`src/rtl/mdf_pkg.sv`:
```
// Shared types, constants and register indexes of the mesh duplicate filter.
package mdf_pkg;

  localparam int DEF_ID_DEPTH = 32;

  localparam logic [7:0] EXT_SERVICE_FLOOR = 8'd16;

  localparam logic [2:0] CFG_BCAST_ADDR = 3'd0;
  localparam logic [2:0] CFG_LOCAL_BIT  = 3'd1;
  localparam logic [2:0] CFG_TEXT_SVC   = 3'd2;
  localparam logic [2:0] CFG_CMD_SVC    = 3'd3;
  localparam logic [2:0] CFG_ALIVE_SVC  = 3'd4;
  localparam logic [2:0] CFG_SHOW_HB    = 3'd5;

  localparam logic [31:0] RST_BCAST_ADDR = 32'hFFFF_FFFF;
  localparam logic [2:0]  RST_LOCAL_BIT  = 3'd7;
  localparam logic [7:0]  RST_TEXT_SVC   = 8'd0;
  localparam logic [7:0]  RST_CMD_SVC    = 8'd1;
  localparam logic [7:0]  RST_ALIVE_SVC  = 8'd2;
  localparam logic        RST_SHOW_HB    = 1'b1;

  localparam logic ACT_CHECK  = 1'b0;
  localparam logic ACT_RECORD = 1'b1;

  localparam logic [1:0] CAST_DIRECT = 2'd0;
  localparam logic [1:0] CAST_BCAST  = 2'd1;
  localparam logic [1:0] CAST_LOCAL  = 2'd2;

  localparam logic [2:0] CLS_NONE  = 3'd0;
  localparam logic [2:0] CLS_TEXT  = 3'd1;
  localparam logic [2:0] CLS_CMD   = 3'd2;
  localparam logic [2:0] CLS_ALIVE = 3'd3;
  localparam logic [2:0] CLS_EXT   = 3'd4;

  typedef struct packed {
    logic tok;
    logic hit;
  } mdf_link_t;

endpackage

```
`src/rtl/mdf_cell.sv`:
```
// One ID store cell: holds an entry and passes the search token and hit flag on.
module mdf_cell
  import mdf_pkg::*;
(
  input  logic        clk,
  input  logic        rst_n,
  input  logic [31:0] key,
  input  logic        wr_en,
  input  logic [31:0] wr_data,
  input  mdf_link_t   link_in,
  output mdf_link_t   link_out
);

  logic [31:0] entry_r;
  mdf_link_t   link_r;
  mdf_link_t   link_nxt;

  always_comb begin
    link_nxt.tok = link_in.tok;
    link_nxt.hit = link_in.hit | (link_in.tok & (entry_r == key));
  end

  always_ff @(posedge clk) begin
    if (!rst_n) begin
      entry_r <= '0;
      link_r  <= '0;
    end else begin
      link_r <= link_nxt;
      if (wr_en) begin
        entry_r <= wr_data;
      end
    end
  end

  assign link_out = link_r;

endmodule

```
`src/rtl/mesh_duplicate_filter.sv`:
```
// Top level of the mesh duplicate filter: control, classification and cell chain.
//
//  channel | direction | handshake             | payload
//  in_     | input     | in_valid / in_ready   | action, packet_id, dest_address, flags, service
//  out_    | output    | out_valid / out_ready | duplicate, forward, cast_kind, handling_class
//  cfg_    | input     | cfg_valid / cfg_ready | cfg_index, cfg_data
//
// A check item sends a search token that walks the chain of ID_DEPTH cells one cell per
// cycle; a record item goes straight from acceptance to the result step.
// One item is in work at a time; the next is accepted once the result is in the
// output register. A stalled output holds the finished item until taken.
// Reset is synchronous: it clears the ID store, pointer and state and loads default settings.
module mesh_duplicate_filter
  import mdf_pkg::*;
#(
  parameter int ID_DEPTH = DEF_ID_DEPTH
) (
  input  logic        clk,
  input  logic        rst_n,
  input  logic        in_valid,
  output logic        in_ready,
  input  logic        in_action,
  input  logic [31:0] in_packet_id,
  input  logic [31:0] in_dest_address,
  input  logic [7:0]  in_packet_flags,
  input  logic [7:0]  in_packet_service,
  output logic        out_valid,
  input  logic        out_ready,
  output logic        out_duplicate,
  output logic        out_forward,
  output logic [1:0]  out_cast_kind,
  output logic [2:0]  out_handling_class,
  input  logic        cfg_valid,
  output logic        cfg_ready,
  input  logic [2:0]  cfg_index,
  input  logic [31:0] cfg_data
);

  localparam int PTR_W = (ID_DEPTH > 1) ? $clog2(ID_DEPTH) : 1;

  typedef enum logic [1:0] {
    S_IDLE,
    S_SCAN,
    S_FIN
  } state_t;

  state_t      state_r;
  logic [31:0] bcast_addr_r;
  logic [2:0]  local_bit_r;
  logic [7:0]  text_svc_r;
  logic [7:0]  cmd_svc_r;
  logic [7:0]  alive_svc_r;
  logic        show_hb_r;

  logic        action_r;
  logic [31:0] key_r;
  logic [31:0] dest_r;
  logic [7:0]  flags_r;
  logic [7:0]  svc_r;
  logic        hit_r;
  logic        start_r;
  logic [PTR_W-1:0] wp_r;
  logic [PTR_W-1:0] wp_nxt;

  logic        out_valid_r;
  logic        dup_r;
  logic        fwd_r;
  logic [1:0]  kind_r;
  logic [2:0]  cls_r;

  logic        in_acc;
  logic        slot_free;
  logic        finish;
  logic        store_en;
  logic        bcast;
  logic        local_bc;
  logic        fwd_nxt;
  logic [1:0]  kind_nxt;
  logic [2:0]  cls_nxt;

  logic [ID_DEPTH-1:0] wr_sel;
  mdf_link_t           link [ID_DEPTH+1];

  assign in_ready  = (state_r == S_IDLE);
  assign cfg_ready = 1'b1;
  assign in_acc    = in_valid & in_ready;
  assign slot_free = ~out_valid_r | out_ready;
  assign finish    = (state_r == S_FIN) & slot_free;
  assign store_en  = finish & ((action_r == ACT_RECORD) | ~hit_r);
  assign wp_nxt    = (wp_r == PTR_W'(ID_DEPTH - 1)) ? '0 : wp_r + PTR_W'(1);

  assign link[0] = '{tok: start_r, hit: 1'b0};

  for (genvar g = 0; g < ID_DEPTH; g++) begin : g_cell
    assign wr_sel[g] = store_en & (wp_nxt == PTR_W'(g));
    mdf_cell u_cell (
      .clk      (clk),
      .rst_n    (rst_n),
      .key      (key_r),
      .wr_en    (wr_sel[g]),
      .wr_data  (key_r),
      .link_in  (link[g]),
      .link_out (link[g+1])
    );
  end

  always_comb begin
    bcast    = (dest_r == bcast_addr_r);
    local_bc = flags_r[local_bit_r];
    fwd_nxt  = bcast & ~local_bc;
    kind_nxt = !bcast ? CAST_DIRECT : (local_bc ? CAST_LOCAL : CAST_BCAST);
    if (svc_r == text_svc_r) begin
      cls_nxt = CLS_TEXT;
    end else if (svc_r == cmd_svc_r) begin
      cls_nxt = CLS_CMD;
    end else if ((svc_r == alive_svc_r) && show_hb_r) begin
      cls_nxt = CLS_ALIVE;
    end else if (svc_r > EXT_SERVICE_FLOOR) begin
      cls_nxt = CLS_EXT;
    end else begin
      cls_nxt = CLS_NONE;
    end
  end

  always_ff @(posedge clk) begin
    if (!rst_n) begin
      state_r      <= S_IDLE;
      bcast_addr_r <= RST_BCAST_ADDR;
      local_bit_r  <= RST_LOCAL_BIT;
      text_svc_r   <= RST_TEXT_SVC;
      cmd_svc_r    <= RST_CMD_SVC;
      alive_svc_r  <= RST_ALIVE_SVC;
      show_hb_r    <= RST_SHOW_HB;
      start_r      <= 1'b0;
      hit_r        <= 1'b0;
      wp_r         <= '0;
      out_valid_r  <= 1'b0;
    end else begin
      start_r     <= in_acc & (in_action == ACT_CHECK);
      out_valid_r <= finish | (out_valid_r & ~out_ready);
      if (cfg_valid) begin
        case (cfg_index)
          CFG_BCAST_ADDR: bcast_addr_r <= cfg_data;
          CFG_LOCAL_BIT:  local_bit_r  <= cfg_data[2:0];
          CFG_TEXT_SVC:   text_svc_r   <= cfg_data[7:0];
          CFG_CMD_SVC:    cmd_svc_r    <= cfg_data[7:0];
          CFG_ALIVE_SVC:  alive_svc_r  <= cfg_data[7:0];
          CFG_SHOW_HB:    show_hb_r    <= cfg_data[0];
          default: ;
        endcase
      end
      case (state_r)
        S_IDLE: begin
          if (in_acc) begin
            hit_r <= 1'b0;
            if (in_action == ACT_RECORD) begin
              state_r <= S_FIN;
            end else begin
              state_r <= S_SCAN;
            end
          end
        end
        S_SCAN: begin
          if (link[ID_DEPTH].tok) begin
            hit_r   <= link[ID_DEPTH].hit;
            state_r <= S_FIN;
          end
        end
        S_FIN: begin
          if (slot_free) begin
            state_r <= S_IDLE;
            if (store_en) begin
              wp_r <= wp_nxt;
            end
          end
        end
        default: state_r <= S_IDLE;
      endcase
    end
  end

  always_ff @(posedge clk) begin
    if (in_acc) begin
      action_r <= in_action;
      key_r    <= in_packet_id;
      dest_r   <= in_dest_address;
      flags_r  <= in_packet_flags;
      svc_r    <= in_packet_service;
    end
    if (finish) begin
      if (action_r == ACT_RECORD || hit_r) begin
        dup_r  <= (action_r == ACT_CHECK);
        fwd_r  <= 1'b0;
        kind_r <= CAST_DIRECT;
        cls_r  <= CLS_NONE;
      end else begin
        dup_r  <= 1'b0;
        fwd_r  <= fwd_nxt;
        kind_r <= kind_nxt;
        cls_r  <= cls_nxt;
      end
    end
  end

  assign out_valid          = out_valid_r;
  assign out_duplicate      = dup_r;
  assign out_forward        = fwd_r;
  assign out_cast_kind      = kind_r;
  assign out_handling_class = cls_r;

endmodule

```
`config.mk`:
```
export PLATFORM = sky130hd
export DESIGN_NAME = mesh_duplicate_filter
export DESIGN_NICKNAME = d
export VERILOG_FILES = /design/src/rtl/mdf_pkg.sv /design/src/rtl/mdf_cell.sv /design/src/rtl/mesh_duplicate_filter.sv
export SDC_FILE = /design/constraint.sdc
export NUM_CORES = 2
export LEC_CHECK = 0
export CAP_MARGIN = 40
export CORE_ASPECT_RATIO = 0.6
export CORE_MARGIN = 2
export CORE_UTILIZATION = 55
export CTS_BUF_LIST = sky130_fd_sc_hd__clkbuf_4 sky130_fd_sc_hd__clkbuf_8 sky130_fd_sc_hd__clkbuf_16
export DETAILED_ROUTE_END_ITERATION = 6
export DONT_BUFFER_PORTS = 1
export GPL_TIMING_DRIVEN = 0
export PLACE_DENSITY = 0.73
export REMOVE_ABC_BUFFERS = 1
export SLEW_MARGIN = 5
export SYNTH_ARGS = -nofsm -noshare
export SYNTH_HDL_FRONTEND = slang
export SYNTH_SLANG_ARGS = --single-unit
```
`constraint.sdc`:
```
create_clock -name clk -period 8.48 [get_ports clk]
set_input_delay 0.424 -clock clk [delete_from_list [all_inputs] [get_ports clk]]
set_output_delay 0.424 -clock clk [all_outputs]
set_load 0.01 [all_outputs]
```
==> metrics.txt <==
clk buf depth 3; largest net degree at the start of global routing 977; Critical path origin wp_r[0]$_SDFFE_PN0P_; class of the worst hold path in2reg; Worst Setup End Kind register; Clock Sinks 1246; Ys Warns 0; final instance area 65700 µm²; end of the critical path g_cell[3].u_cell.entry_r[4]$_SDFFE_PN0P_; critical path depth 11; leakage power between 0.02 and 0.03 µW; #FFs+latches synth 1246; RSZ-0062 raised after global routing no; ys flop type dfxtp_1; Critical Path Fanout Max 11; share of post-route cells with drive strength above 1 8.414%; I/O Buffers 0; total number of vias roughly 44000; placed inst area roughly 61000 µm²; CORE AREA a little over 100000 µm²; Wirelength per Cell 25.82 µm; Net count, final 5902; async set-or-reset flop fraction in the synthesized netlist 0%; post-synthesis sequential area ratio 46.08%; critical path data required time 9100 ps; CP delay by family, top simple AND/OR/NAND/NOR gates; Max Slew Vio Count 0; Power per Cell Area 192.6 nW/µm²; vias in the first global route 42400; Die X 416.1 µm; Final Setup Violations 0; 1st-iter DRT viols 6411; router iterations before antenna repair 6; wire length on met3 23.37 mm; crit share post-route 46.89%; Tot GR Track Use 34.52%; gr ovfl total 0; Worst R2R Path Depth 11; Critical R2R Capture g_cell[3].u_cell.entry_r[4]$_SDFFE_PN0P_; Worst-Margin Slew 1281 ps; CTS root buf clkbuf_16; Max Cap Viol 0; worst vdd ir 0.2189 mV; final hold violation count 0; I/O pin count 131; HPWL after DPL 115.0 mm; Worst path max stage delay about 730 ps; H-Tree Depth 3; Fillers 7364; Post-synth EDFFs 88; P&R area growth vs syn 17.22%; antenna-violating nets left 0; initial core utilization 55.61%; Buf/Inv on CP 4; Skew-Pair Late Insertion Delay ~760 ps; vias per inst 6.104; Final Routed Wirelength 185.9 mm; Cell variety after synth 55; syn avg cell area roughly 9.6 µm²; Inserted Clock Buffers 106; initial antenna violation count 12; first-pass GRT wire length 271.7 mm; clk_skew 43.32 ps; Slew headroom 14.63%; highest routed layer met5; Row Count 90; Cell Area, Synth 56050 µm²; routed length on met2 ~77 mm; kind of critical path reg2reg; Clock transition at path regs ~70 ps; # DRC 0; CTS resizes 0; Setup crit start kind register; Critical-path top delay cell nor4_4; Sum Neg Setup Slack 0 ps; hold slack 14.13 ps; die height 251.3 µm; status completed; Arrival @ worst endpoint 4600 ps; most used cell, CP buf_6; cells after synthesis 5834; r2r setup slk around 4500 ps; CTS tree built; DRT met1 WL ~76 mm; Placer Congestion 0.8754; critical path, cell by cell ha_1, and3_1, ha_1, inv_1, o311a_1, nor4_4, buf_6, buf_6, buf_6, mux2i_1, nor2b_1; r2r startpoint wp_r[0]$_SDFFE_PN0P_; Final min period 3976 ps; fmax 0.2515 GHz; die area around 100000 µm²
[routing by layer]
layer | global-route usage, % | vias to the layer above
met4 | 15.51 | 10
met3 | 8.789 | 709
met5 | 0 | -
li1 | - | 19410
met1 | 48.14 | 21160
met2 | 50.17 | 2649
[cell type report]
type | instances | area, µm² | area share (%)
Antenna cell | 6 | 15.01 | 0.02285
Clock inverter | 38 | 515.5 | 0.7847
Timing Repair Buffer | 357 | 6416 | 9.766
Clock buffer | 154 | 3179 | 4.839
Inverter | 17 | 63.81 | 0.09713
Sequential cell | 1246 | 25820 | 39.31
Multi-Input combinational cell | 4047 | 28010 | 42.64
Tap cell | 1334 | 1669 | 2.541
[power breakdown]
group / internal (µW) / switching [µW]
logic: 510 / 790
clock network: 2950 / 2360
registers: 5970 / 81.2
[sequential cells by signal (all words and copies together) (netlist names), 32 cells and up]
name	flops
g_cell.u_cell.entry_r	1024
g_cell.u_cell.link_out	64
bcast_addr_r	32
dest_r	32
key_r	32
[layout by cell type, fill, tap and decap left out, types with 13 or more instances in the layout]
cell type      instances
o21ai_0              257
inv_1                 17
clkbuf_16            108
xnor2_1              211
edfxtp_1              88
nor3_1                48
clkbuf_8              21
nand2_1              871
nand2_2               45
buf_16               125
xor2_1               863
dfxtp_1             1158
buf_12                49
nor4_1               205
and2_1                34
clkbuf_4              25
dlygate4sd3_1        129
o31ai_1               20
clkinv_2              16
a21boi_0              33
mux2i_1              675
nor2b_1              163
a21boi_1              90
nor2_1                13
nand3_1              351
buf_6                 16
nand4_1               71
buf_8                 32
[cells in the mapped netlist, drive strengths merged (36+ instances only)]
library cell	number	area share (%)
a21boi	124	1.7
and2	36	0.40
buf	266	2.4
clkbuf	258	1.7
dfxtp	1158	41
edfxtp	88	4.7
mux2i	675	12
nand2	916	6.1
nand3	352	3.2
nand4	71	0.79
nor2b	163	1.8
nor3	49	0.44
nor4	212	2.5
o21ai	263	2.3
xnor2	211	3.3
xor2	863	13
[repair_timing]
item,4_1_cts,5_1_grt
setup buffers,0,0
hold endpoints to repair,344,80
hold buffers,129,3
[cell families after synthesis]
logic type / after synthesis / share of synthesized area (%)
other: 1 / 0.006691
buffers and inverters: 541 / 4.237
multiplexers: 677 / 12.14
XOR/XNOR: 1074 / 16.78
AO/OA/AOI/OAI: 446 / 4.876
flip-flops: 1246 / 46.08
AND/OR/NAND/NOR: 1843 / 15.75
adder cells (fa/ha/maj): 6 / 0.1339
[how the worst min path moves through the flow]
stage | endpoint | slack (ps) | cells after the start | startpoint
2_1_floorplan | g_cell[13].u_cell.link_out[0]$_SDFF_PN0_ | 400 | 2 | g_cell[12].u_cell.link_out[0]$_SDFF_PN0_
3_3_place_gp | g_cell[19].u_cell.link_out[0]$_SDFF_PN0_ | 410 | 2 | g_cell[18].u_cell.link_out[0]$_SDFF_PN0_
3_5_place_dp | g_cell[19].u_cell.link_out[0]$_SDFF_PN0_ | 410 | 2 | g_cell[18].u_cell.link_out[0]$_SDFF_PN0_
4_1_cts | start_r$_SDFF_PN0_ | 20 | 1 | in_action
5_1_grt | g_cell[15].u_cell.entry_r[7]$_SDFFE_PN0P_ | 20 | 2 | rst_n
6_report | g_cell[22].u_cell.entry_r[7]$_SDFFE_PN0P_ | 10 | 2 | rst_n
[stage by stage]
stage | total power [µW] | instances | setup slack (ps) | util (%)
6_report | 12660 | 7199 | 4504 | 65.18
5_1_grt | 12880 | 7195 | 4338 | 65.17
4_1_cts | 12470 | 7187 | 4585 | 65.03
3_5_place_dp | 7257 | 6866 | 4611 | 60.07
3_3_place_gp | 6967 | 6644 | 2175 | 54.97
2_1_floorplan | 6608 | 5310 | 4429 | -
Note: power is estimated with default switching activity, not from simulation.
